--- src/hw/rtl/coalescing_interval_set_top_assert.svh ---
// Assertion macros used by the interval set RTL.
// Included by cis_ctrl to check its own control logic; no other dependencies.
`ifndef COALESCING_INTERVAL_SET_TOP_ASSERT_SVH
`define COALESCING_INTERVAL_SET_TOP_ASSERT_SVH

// The consequent must hold in the same cycle as the antecedent.
`define CIS_ASSERT_HOLDS(lbl, ck, rs, ante, cons, msg) \
  lbl: assert property (@(posedge ck) disable iff (rs) (ante) |-> (cons)) else $error(msg);

// The consequent must hold in the cycle after the antecedent.
`define CIS_ASSERT_NEXT(lbl, ck, rs, ante, cons, msg) \
  lbl: assert property (@(posedge ck) disable iff (rs) (ante) |=> (cons)) else $error(msg);

`endif

--- src/hw/rtl/cis_pkg.sv ---
// Package for the coalescing interval set: beat types, opcodes, status codes, defaults.
// No dependencies; used by cis_ctrl and coalescing_interval_set_top.
`default_nettype none

package cis_pkg;

  localparam int MAX_RANGES_DEF = 256;
  localparam int LINE_BITS_DEF  = 24;

  localparam int POS_W      = 24;
  localparam int INDEX_W    = 8;
  localparam int OUT_LINE_W = 24;
  localparam int COUNT_W    = 9;
  localparam int STATUS_W   = 3;

  localparam logic [1:0] OP_CLEAR  = 2'd0;
  localparam logic [1:0] OP_INSERT = 2'd1;
  localparam logic [1:0] OP_READ   = 2'd2;

  localparam logic [STATUS_W-1:0] ST_COVERED  = 3'd0;
  localparam logic [STATUS_W-1:0] ST_NEW      = 3'd1;
  localparam logic [STATUS_W-1:0] ST_EXT_PREV = 3'd2;
  localparam logic [STATUS_W-1:0] ST_EXT_NEXT = 3'd3;
  localparam logic [STATUS_W-1:0] ST_JOINED   = 3'd4;
  localparam logic [STATUS_W-1:0] ST_FULL     = 3'd5;
  localparam logic [STATUS_W-1:0] ST_READ_OK  = 3'd6;
  localparam logic [STATUS_W-1:0] ST_EMPTY    = 3'd7;

  typedef struct packed {
    logic [1:0]         opcode;
    logic [POS_W-1:0]   position;
    logic [INDEX_W-1:0] index;
  } cmd_t;

  typedef struct packed {
    logic [STATUS_W-1:0]   status;
    logic [OUT_LINE_W-1:0] range_start;
    logic [OUT_LINE_W-1:0] range_end;
    logic [COUNT_W-1:0]    range_count;
  } res_t;

  typedef struct packed {
    logic valid;
    res_t res;
  } fin_t;

endpackage

`default_nettype wire

--- src/hw/rtl/cis_ctrl.sv ---
// Sequencer of the interval set: binary search, neighbor fetch, merge decision and
// the one-entry-per-cycle shift through the range RAM. Depends on cis_pkg and the
// assertion header.
`default_nettype none
`include "coalescing_interval_set_top_assert.svh"

module cis_ctrl #(
  parameter int MAX_RANGES = cis_pkg::MAX_RANGES_DEF,
  parameter int LINE_BITS  = cis_pkg::LINE_BITS_DEF
) (
  input  wire logic                          clk,
  input  wire logic                          rst,
  input  wire logic                          start,
  input  wire cis_pkg::cmd_t                 cmd,
  output logic                               busy,
  output logic                               ram_we,
  output logic [$clog2(MAX_RANGES)-1:0]      ram_waddr,
  output logic [2*LINE_BITS-1:0]             ram_wdata,
  output logic [$clog2(MAX_RANGES)-1:0]      ram_raddr,
  input  wire logic [2*LINE_BITS-1:0]        ram_rdata,
  output cis_pkg::fin_t                      fin
);

  localparam int AW = $clog2(MAX_RANGES);
  localparam int CW = $clog2(MAX_RANGES + 1);
  localparam int LB = LINE_BITS;
  localparam logic [CW-1:0] ONE_C   = CW'(1);
  localparam logic [CW-1:0] MAX_CNT = CW'(MAX_RANGES);

  typedef enum logic [3:0] {
    S_IDLE, S_RD_WAIT, S_BS, S_BS_CMP, S_NB_PREV, S_GET_PREV,
    S_NB_NEXT, S_GET_NEXT, S_DECIDE, S_SHIFT
  } state_t;

  state_t state;
  logic [CW-1:0] n;
  logic [LB-1:0] pos;
  logic [CW-1:0] lo, hi, mid_q, nxt, src, dst, cnt;
  logic          have_prev, have_next, rd_pend, is_join;
  logic [LB-1:0] prev_first, prev_last, next_first, next_last;

  logic [LB-1:0]    rd_first, rd_last;
  logic [CW:0]      mid_sum;
  logic [CW-1:0]    mid_full;
  logic [CW-1:0]    prev_slot;
  logic [LB+23:0]   pos_ext;
  logic [LB-1:0]    pos_in;
  logic [CW+7:0]    idx_w, n_w;
  logic             idx_ok;
  logic             d_cov, d_gp, d_gn, d_full;
  logic [LB-1:0]    done_first, done_last;
  logic [LB+23:0]   first_x, last_x;
  logic [CW-1:0]    done_count;
  logic [CW+8:0]    count_x;

  assign rd_first  = ram_rdata[2*LB-1:LB];
  assign rd_last   = ram_rdata[LB-1:0];
  assign mid_sum   = {1'b0, lo} + {1'b0, hi};
  assign mid_full  = mid_sum[CW:1];
  assign prev_slot = nxt - ONE_C;
  assign pos_ext   = {{LB{1'b0}}, cmd.position};
  assign pos_in    = pos_ext[LB-1:0];
  assign idx_w     = {{CW{1'b0}}, cmd.index};
  assign n_w       = {8'd0, n};
  assign idx_ok    = idx_w < n_w;
  assign busy      = (state != S_IDLE);

  // Merge decision on the two neighbors; adjacency is tested one bit wider so the
  // top line never wraps.
  assign d_cov  = have_prev && (pos <= prev_last);
  assign d_gp   = have_prev && (({1'b0, prev_last} + 1'b1) == {1'b0, pos});
  assign d_gn   = have_next && ({1'b0, next_first} == ({1'b0, pos} + 1'b1));
  assign d_full = (n == MAX_CNT);

  always_comb begin
    ram_we     = 1'b0;
    ram_waddr  = '0;
    ram_wdata  = '0;
    ram_raddr  = '0;
    fin.valid  = 1'b0;
    fin.res.status = cis_pkg::ST_EMPTY;
    done_first = '0;
    done_last  = '0;
    done_count = n;
    unique case (state)
      S_IDLE: begin
        if (start) begin
          unique case (cmd.opcode)
            cis_pkg::OP_CLEAR: begin
              fin.valid  = 1'b1;
              done_count = '0;
            end
            cis_pkg::OP_READ: begin
              ram_raddr = idx_w[AW-1:0];
              fin.valid = !idx_ok;
            end
            cis_pkg::OP_INSERT: begin
            end
            default: begin
              fin.valid = 1'b1;
            end
          endcase
        end
      end
      S_RD_WAIT: begin
        fin.valid      = 1'b1;
        fin.res.status = cis_pkg::ST_READ_OK;
        done_first     = rd_first;
        done_last      = rd_last;
      end
      S_BS:       ram_raddr = mid_full[AW-1:0];
      S_BS_CMP:   ;
      S_NB_PREV:  ram_raddr = prev_slot[AW-1:0];
      S_GET_PREV: ;
      S_NB_NEXT:  ram_raddr = nxt[AW-1:0];
      S_GET_NEXT: ;
      S_DECIDE: begin
        priority if (d_cov) begin
          fin.valid      = 1'b1;
          fin.res.status = cis_pkg::ST_COVERED;
          done_first     = prev_first;
          done_last      = prev_last;
        end else if (d_gp && d_gn) begin
          ram_we    = 1'b1;
          ram_waddr = prev_slot[AW-1:0];
          ram_wdata = {prev_first, next_last};
        end else if (d_gp) begin
          ram_we         = 1'b1;
          ram_waddr      = prev_slot[AW-1:0];
          ram_wdata      = {prev_first, pos};
          fin.valid      = 1'b1;
          fin.res.status = cis_pkg::ST_EXT_PREV;
          done_first     = prev_first;
          done_last      = pos;
        end else if (d_gn) begin
          ram_we         = 1'b1;
          ram_waddr      = nxt[AW-1:0];
          ram_wdata      = {pos, next_last};
          fin.valid      = 1'b1;
          fin.res.status = cis_pkg::ST_EXT_NEXT;
          done_first     = pos;
          done_last      = next_last;
        end else if (d_full) begin
          fin.valid      = 1'b1;
          fin.res.status = cis_pkg::ST_FULL;
          done_first     = pos;
          done_last      = pos;
        end else begin
        end
      end
      S_SHIFT: begin
        // Read data lands in the cycle after its address; it is written to the
        // neighboring slot while the next source is read.
        if (rd_pend) begin
          ram_we    = 1'b1;
          ram_waddr = dst[AW-1:0];
          ram_wdata = ram_rdata;
        end
        if (cnt != '0) begin
          ram_raddr = src[AW-1:0];
        end else if (!rd_pend) begin
          fin.valid = 1'b1;
          if (is_join) begin
            fin.res.status = cis_pkg::ST_JOINED;
            done_first     = prev_first;
            done_last      = next_last;
            done_count     = n - ONE_C;
          end else begin
            ram_we         = 1'b1;
            ram_waddr      = nxt[AW-1:0];
            ram_wdata      = {pos, pos};
            fin.res.status = cis_pkg::ST_NEW;
            done_first     = pos;
            done_last      = pos;
            done_count     = n + ONE_C;
          end
        end
      end
    endcase
    first_x = {24'd0, done_first};
    last_x  = {24'd0, done_last};
    count_x = {9'd0, done_count};
    fin.res.range_start = first_x[cis_pkg::OUT_LINE_W-1:0];
    fin.res.range_end   = last_x[cis_pkg::OUT_LINE_W-1:0];
    fin.res.range_count = count_x[cis_pkg::COUNT_W-1:0];
  end

  always_ff @(posedge clk) begin
    if (rst) begin
      state   <= S_IDLE;
      n       <= '0;
      rd_pend <= 1'b0;
    end else begin
      unique case (state)
        S_IDLE: begin
          if (start) begin
            unique case (cmd.opcode)
              cis_pkg::OP_CLEAR: n <= '0;
              cis_pkg::OP_READ: begin
                if (idx_ok) begin
                  state <= S_RD_WAIT;
                end
              end
              cis_pkg::OP_INSERT: begin
                pos   <= pos_in;
                lo    <= '0;
                hi    <= n;
                state <= S_BS;
              end
              default: ;
            endcase
          end
        end
        S_RD_WAIT: state <= S_IDLE;
        S_BS: begin
          if (lo < hi) begin
            mid_q <= mid_full;
            state <= S_BS_CMP;
          end else begin
            nxt   <= lo;
            state <= S_NB_PREV;
          end
        end
        S_BS_CMP: begin
          if (rd_first <= pos) begin
            lo <= mid_q + ONE_C;
          end else begin
            hi <= mid_q;
          end
          state <= S_BS;
        end
        S_NB_PREV: begin
          have_prev <= (nxt != '0);
          state     <= (nxt != '0) ? S_GET_PREV : S_NB_NEXT;
        end
        S_GET_PREV: begin
          prev_first <= rd_first;
          prev_last  <= rd_last;
          state      <= S_NB_NEXT;
        end
        S_NB_NEXT: begin
          have_next <= (nxt < n);
          state     <= (nxt < n) ? S_GET_NEXT : S_DECIDE;
        end
        S_GET_NEXT: begin
          next_first <= rd_first;
          next_last  <= rd_last;
          state      <= S_DECIDE;
        end
        S_DECIDE: begin
          rd_pend <= 1'b0;
          priority if (d_cov) begin
            state <= S_IDLE;
          end else if (d_gp && d_gn) begin
            // Close the gap left by the absorbed range.
            is_join <= 1'b1;
            src     <= nxt + ONE_C;
            cnt     <= n - nxt - ONE_C;
            state   <= S_SHIFT;
          end else if (d_gp || d_gn || d_full) begin
            state <= S_IDLE;
          end else begin
            // Open a slot at nxt by moving the upper ranges up by one.
            is_join <= 1'b0;
            src     <= n - ONE_C;
            cnt     <= n - nxt;
            state   <= S_SHIFT;
          end
        end
        S_SHIFT: begin
          rd_pend <= (cnt != '0);
          if (cnt != '0) begin
            dst <= is_join ? (src - ONE_C) : (src + ONE_C);
            src <= is_join ? (src + ONE_C) : (src - ONE_C);
            cnt <= cnt - ONE_C;
          end else if (!rd_pend) begin
            n     <= is_join ? (n - ONE_C) : (n + ONE_C);
            state <= S_IDLE;
          end
        end
      endcase
    end
  end

  `CIS_ASSERT_HOLDS(a_count_max, clk, rst, 1'b1, n <= MAX_CNT, "range count above capacity")
  `CIS_ASSERT_HOLDS(a_bs_window, clk, rst, state == S_BS, (lo <= hi) && (hi <= n), "search window out of bounds")
  `CIS_ASSERT_HOLDS(a_room_for_new, clk, rst, (state == S_SHIFT) && !is_join, n != MAX_CNT, "new range opened in a full table")
  `CIS_ASSERT_NEXT(a_clear_empties, clk, rst, (state == S_IDLE) && start && (cmd.opcode == cis_pkg::OP_CLEAR), (n == '0) && (state == S_IDLE), "clear left ranges behind")

endmodule

`default_nettype wire

--- config.mk ---
export PLATFORM = sky130hd
export DESIGN_NAME = cis_ctrl
export DESIGN_NICKNAME = d
export VERILOG_FILES = /design/src/hw/rtl/cis_pkg.sv /design/src/hw/rtl/cis_ctrl.sv
export VERILOG_INCLUDE_DIRS = /design/src /design/src/hw/rtl
export SDC_FILE = /design/constraint.sdc
export NUM_CORES = 1
export LEC_CHECK = 0
export ABC_AREA = 1
export BUFFER_PORTS_ARGS = -buffer_cell sky130_fd_sc_hd__buf_2
export CORE_MARGIN = 2
export CORE_UTILIZATION = 45
export CTS_CLUSTER_DIAMETER = 150
export DETAILED_ROUTE_END_ITERATION = 16
export PLACE_DENSITY = 0.76
export SETUP_SLACK_MARGIN = 0.2
export SLEW_MARGIN = 10
export SYNTH_ARGS = -nofsm -noshare
export SYNTH_HDL_FRONTEND = slang
export SYNTH_SLANG_ARGS = --single-unit
--- constraint.sdc ---
create_clock -name clk -period 8.75 [get_ports clk]
set_input_delay 1.75 -clock clk [delete_from_list [all_inputs] [get_ports clk]]
set_output_delay 1.75 -clock clk [all_outputs]
set_load 0.005 [all_outputs]
==> impl_metrics.json <==
{
  "reg2reg_from": "pos[6]$_DFFE_PP_",
  "die_h_um": 203.8,
  "drt_iter0_drc": 2760,
  "holdBufCountCts": 0,
  "worstHoldStart": "lo[0]$_SDFFCE_PN0P_",
  "row_count": 73,
  "syn_to_final_growth_pct": 11.12,
  "synth_common_cells": "738 x nand2_1, 315 x inv_1, 210 x nand3_1",
  "yosys-top-cells-area": "edfxtp_1 31%, nand2_1 15%, ha_1 6.6%",
  "finalPower_mw": 2.344,
  "post-cts-setup-buffers": 0,
  "setup_tns_ns": 0,
  "fin_crit_sh_pct": 84.73,
  "cts_buffer_depth": 2,
  "ir_drop_v": 0.0001683,
  "slew_headroom_pct": 17.83,
  "synth.most_common_cell": "nand2_1",
  "dieArea_um2": 41520,
  "num_io_pins": 212,
  "hold_violations": 0,
  "crit_path_end_kind": "output pin",
  "clock_latency_ns": 0.53,
  "numCtsBuffers": 17,
  "root_buffer": "clkbuf_16",
  "max_freq_ghz": 0.1349,
  "grt_max_degree": 96,
  "clock-sinks": 198,
  "track_usage_pct": 37.49,
  "reg2reg_slack_ns": 2.96,
  "setup-violations-final": 0,
  "drc": 0,
  "p_leak_nw": 9.710,
  "grt_pass1_vias": 18550,
  "num_vias": 19830,
  "finalNonFillerCells": 3287,
  "clock_skew_ns": 0.01598,
  "port_buffers": 211,
  "async_reset_ff_share_pct": 0,
  "htree_levels": 4,
  "maxCapViolCount": 0,
  "dp.cells": 3250,
  "die_w_um": 203.8,
  "grt_antenna_before_repair": 4,
  "path_class": "reg2out",
  "worstMarginPinSlew_ns": 1.223,
  "cp_max_fo": 38,
  "hold_class": "reg2reg",
  "worstHoldEndpoint": "nxt[0]$_DFFE_PP_",
  "cts_tree": "built",
  "final.min_clock_period_ns": 7.414,
  "crit_required_ns": 7.00,
  "fin_nets": 2926,
  "grt_first_pass_wirelength_mm": 114.9,
  "viasPerCell": 6.034,
  "gp_congestion": 1.028,
  "rsz0062_at_grt": "false",
  "first_pass_iters": 8,
  "yosysSeqAreaShare_pct": 32.33,
  "synth_flop_cell": "edfxtp_1",
  "fillCellCount": 3981,
  "synth-seq-cells": 198,
  "cts.clk_slew.worst_paths_ns": 0.08,
  "slew_viol_final": 0,
  "synth_cells": 2609,
  "worst_r2r_endpoint": "cnt[8]$_DFFE_PP_",
  "start_kind": "register",
  "outcome": "complete, no violations",
  "yosys.area.top_type_share_pct": 30.77,
  "dp_hpwl_mm": 56.81,
  "core_area_um2": 39550,
  "grt-ovfl-total": 0,
  "drive_gt1_share_pct": 11.93,
  "synth_edf_count": 184,
  "power_density_nw_per_um2": 117.5,
  "initial_core_util_pct": 45.40,
  "whs_path_depth": 0,
  "synth_nets": 2791,
  "drt_wl_total_mm": 77.61,
  "netlist_area_um2": 17960,
  "ant_nets": 0,
  "yosys_warnings": 0,
  "rr_worst_depth": 23,
  "post_cts_resized": 0,
  "wl_per_cell_um": 23.61,
  "ys_types": 54,
  "synth_area_per_cell_um2": 6.883,
  "synth_top_area_cell": "edfxtp_1",
  "worst_ep_arrival_time_ns": 5.66
}
layout make-up:
cell class / instances / area (um2) / share of cell area (%)
tap: 525 / 656.9 / 3.292
sequential: 198 / 5806 / 29.09
antenna: 5 / 12.51 / 0.06270
timing repair buffer: 239 / 1266 / 6.346
multi-input combinational: 1961 / 10350 / 51.85
clock buffer: 17 / 425.4 / 2.132
clock inverter: 15 / 211.5 / 1.060
inverter: 327 / 1230 / 6.164
where the power goes:
part / switching (mW) / internal (mW) / total (mW)
Sequential: 0.0244 / 1.05 / 1.08
Clock: 0.453 / 0.440 / 0.893
Combinational: 0.246 / 0.129 / 0.375
Total: 0.723 / 1.62 / 2.34
state kept, by name, summed over array words and instances, names as in the netlist, 24 cells and up:
signal / flops
next_first: 24
next_last: 24
pos: 24
prev_first: 24
prev_last: 24
how the worst max path moves through the flow:
stage	slack, ns	start	endpoint	depth (start not counted)
2_1_floorplan	2.97	rst	prev_first[0]$_DFFE_PP_	2
3_3_place_gp	2.23	pos[6]$_DFFE_PP_	ram_wdata[9]	17
3_5_place_dp	2.15	pos[6]$_DFFE_PP_	ram_wdata[9]	17
4_1_cts	1.56	pos[6]$_DFFE_PP_	ram_wdata[9]	17
5_1_grt	1.09	pos[6]$_DFFE_PP_	fin[30]	21
6_report	1.34	pos[6]$_DFFE_PP_	ram_wdata[28]	16
logic make-up (layout without fill, tap and decap cells):
group	count (synthesis)	in the layout	synth area share (%)
AND/OR/NAND/NOR	1261	1261	29.77
AO/OA/AOI/OAI	530	530	17.15
buffers and inverters	450	598	10.35
flip-flops	198	198	32.33
adder cells (fa/ha/maj)	97	97	6.842
XOR/XNOR	73	73	3.561
other	0	5	0
per-layer routing:
| layer | track usage (%) | routed length (um) | part of all wire, % | up-vias |
|---|---|---|---|---|
| li1 | - | - | - | 9045 |
| met1 | 46.26 | 29050 | 37 | 9129 |
| met2 | 57.36 | 33670 | 43 | 1339 |
| met3 | 8.853 | 8584 | 11 | 317 |
| met4 | 27.16 | 6290 | 8.1 | 4 |
| met5 | 0 | 18 | 0.023 | - |
worst max-delay path: stages (launching register included):
cell and delay [ns]:
edfxtp_1 0.93, nand2_1 0.22, nor2_1 0.28, nand2_1 0.15
nor2_1 0.18, nand2_1 0.11, nor2_1 0.18, nand2_1 0.07
nand3b_1 0.09, nor3_1 0.06, nand2_1 0.51, inv_1 0.19
ha_2 0.33, a21oi_4 0.86, nor2_1 0.06, o21ai_0 0.66
buf_2 0.24
metrics by stage:
stage	instance area [um2]	hold slack, ns	util, %	setup slack, ns
after floorplan	17960	0.4513	-	2.966
after CTS	19940	0.5068	50.42	1.563
after global routing	19940	0.5305	50.43	1.087
after global placement	19300	0.4816	48.81	2.231
final	19950	0.5056	50.45	1.336
after detailed placement	19300	0.4890	48.81	2.146
cell usage in the layout, fill, tap and decap left out, types with 9 or more instances in the layout:
master and n:
edfxtp_1 184, o21bai_1 10, ha_1 94, buf_2 211
dfxtp_1 14, clkbuf_16 17, a221oi_1 39, nor2_4 9
a32oi_1 9, nand3_1 210, nor2_1 179, o21ai_1 48
buf_4 28, inv_1 314, nand4_1 24, xor2_1 59
nand3b_1 11, xnor2_1 14, nand2_1 737, o21ai_0 164
nor3_1 49, o211ai_1 14, nor2_2 9, a21oi_1 190
No activity file was read; power rests on OpenSTA's default activity.
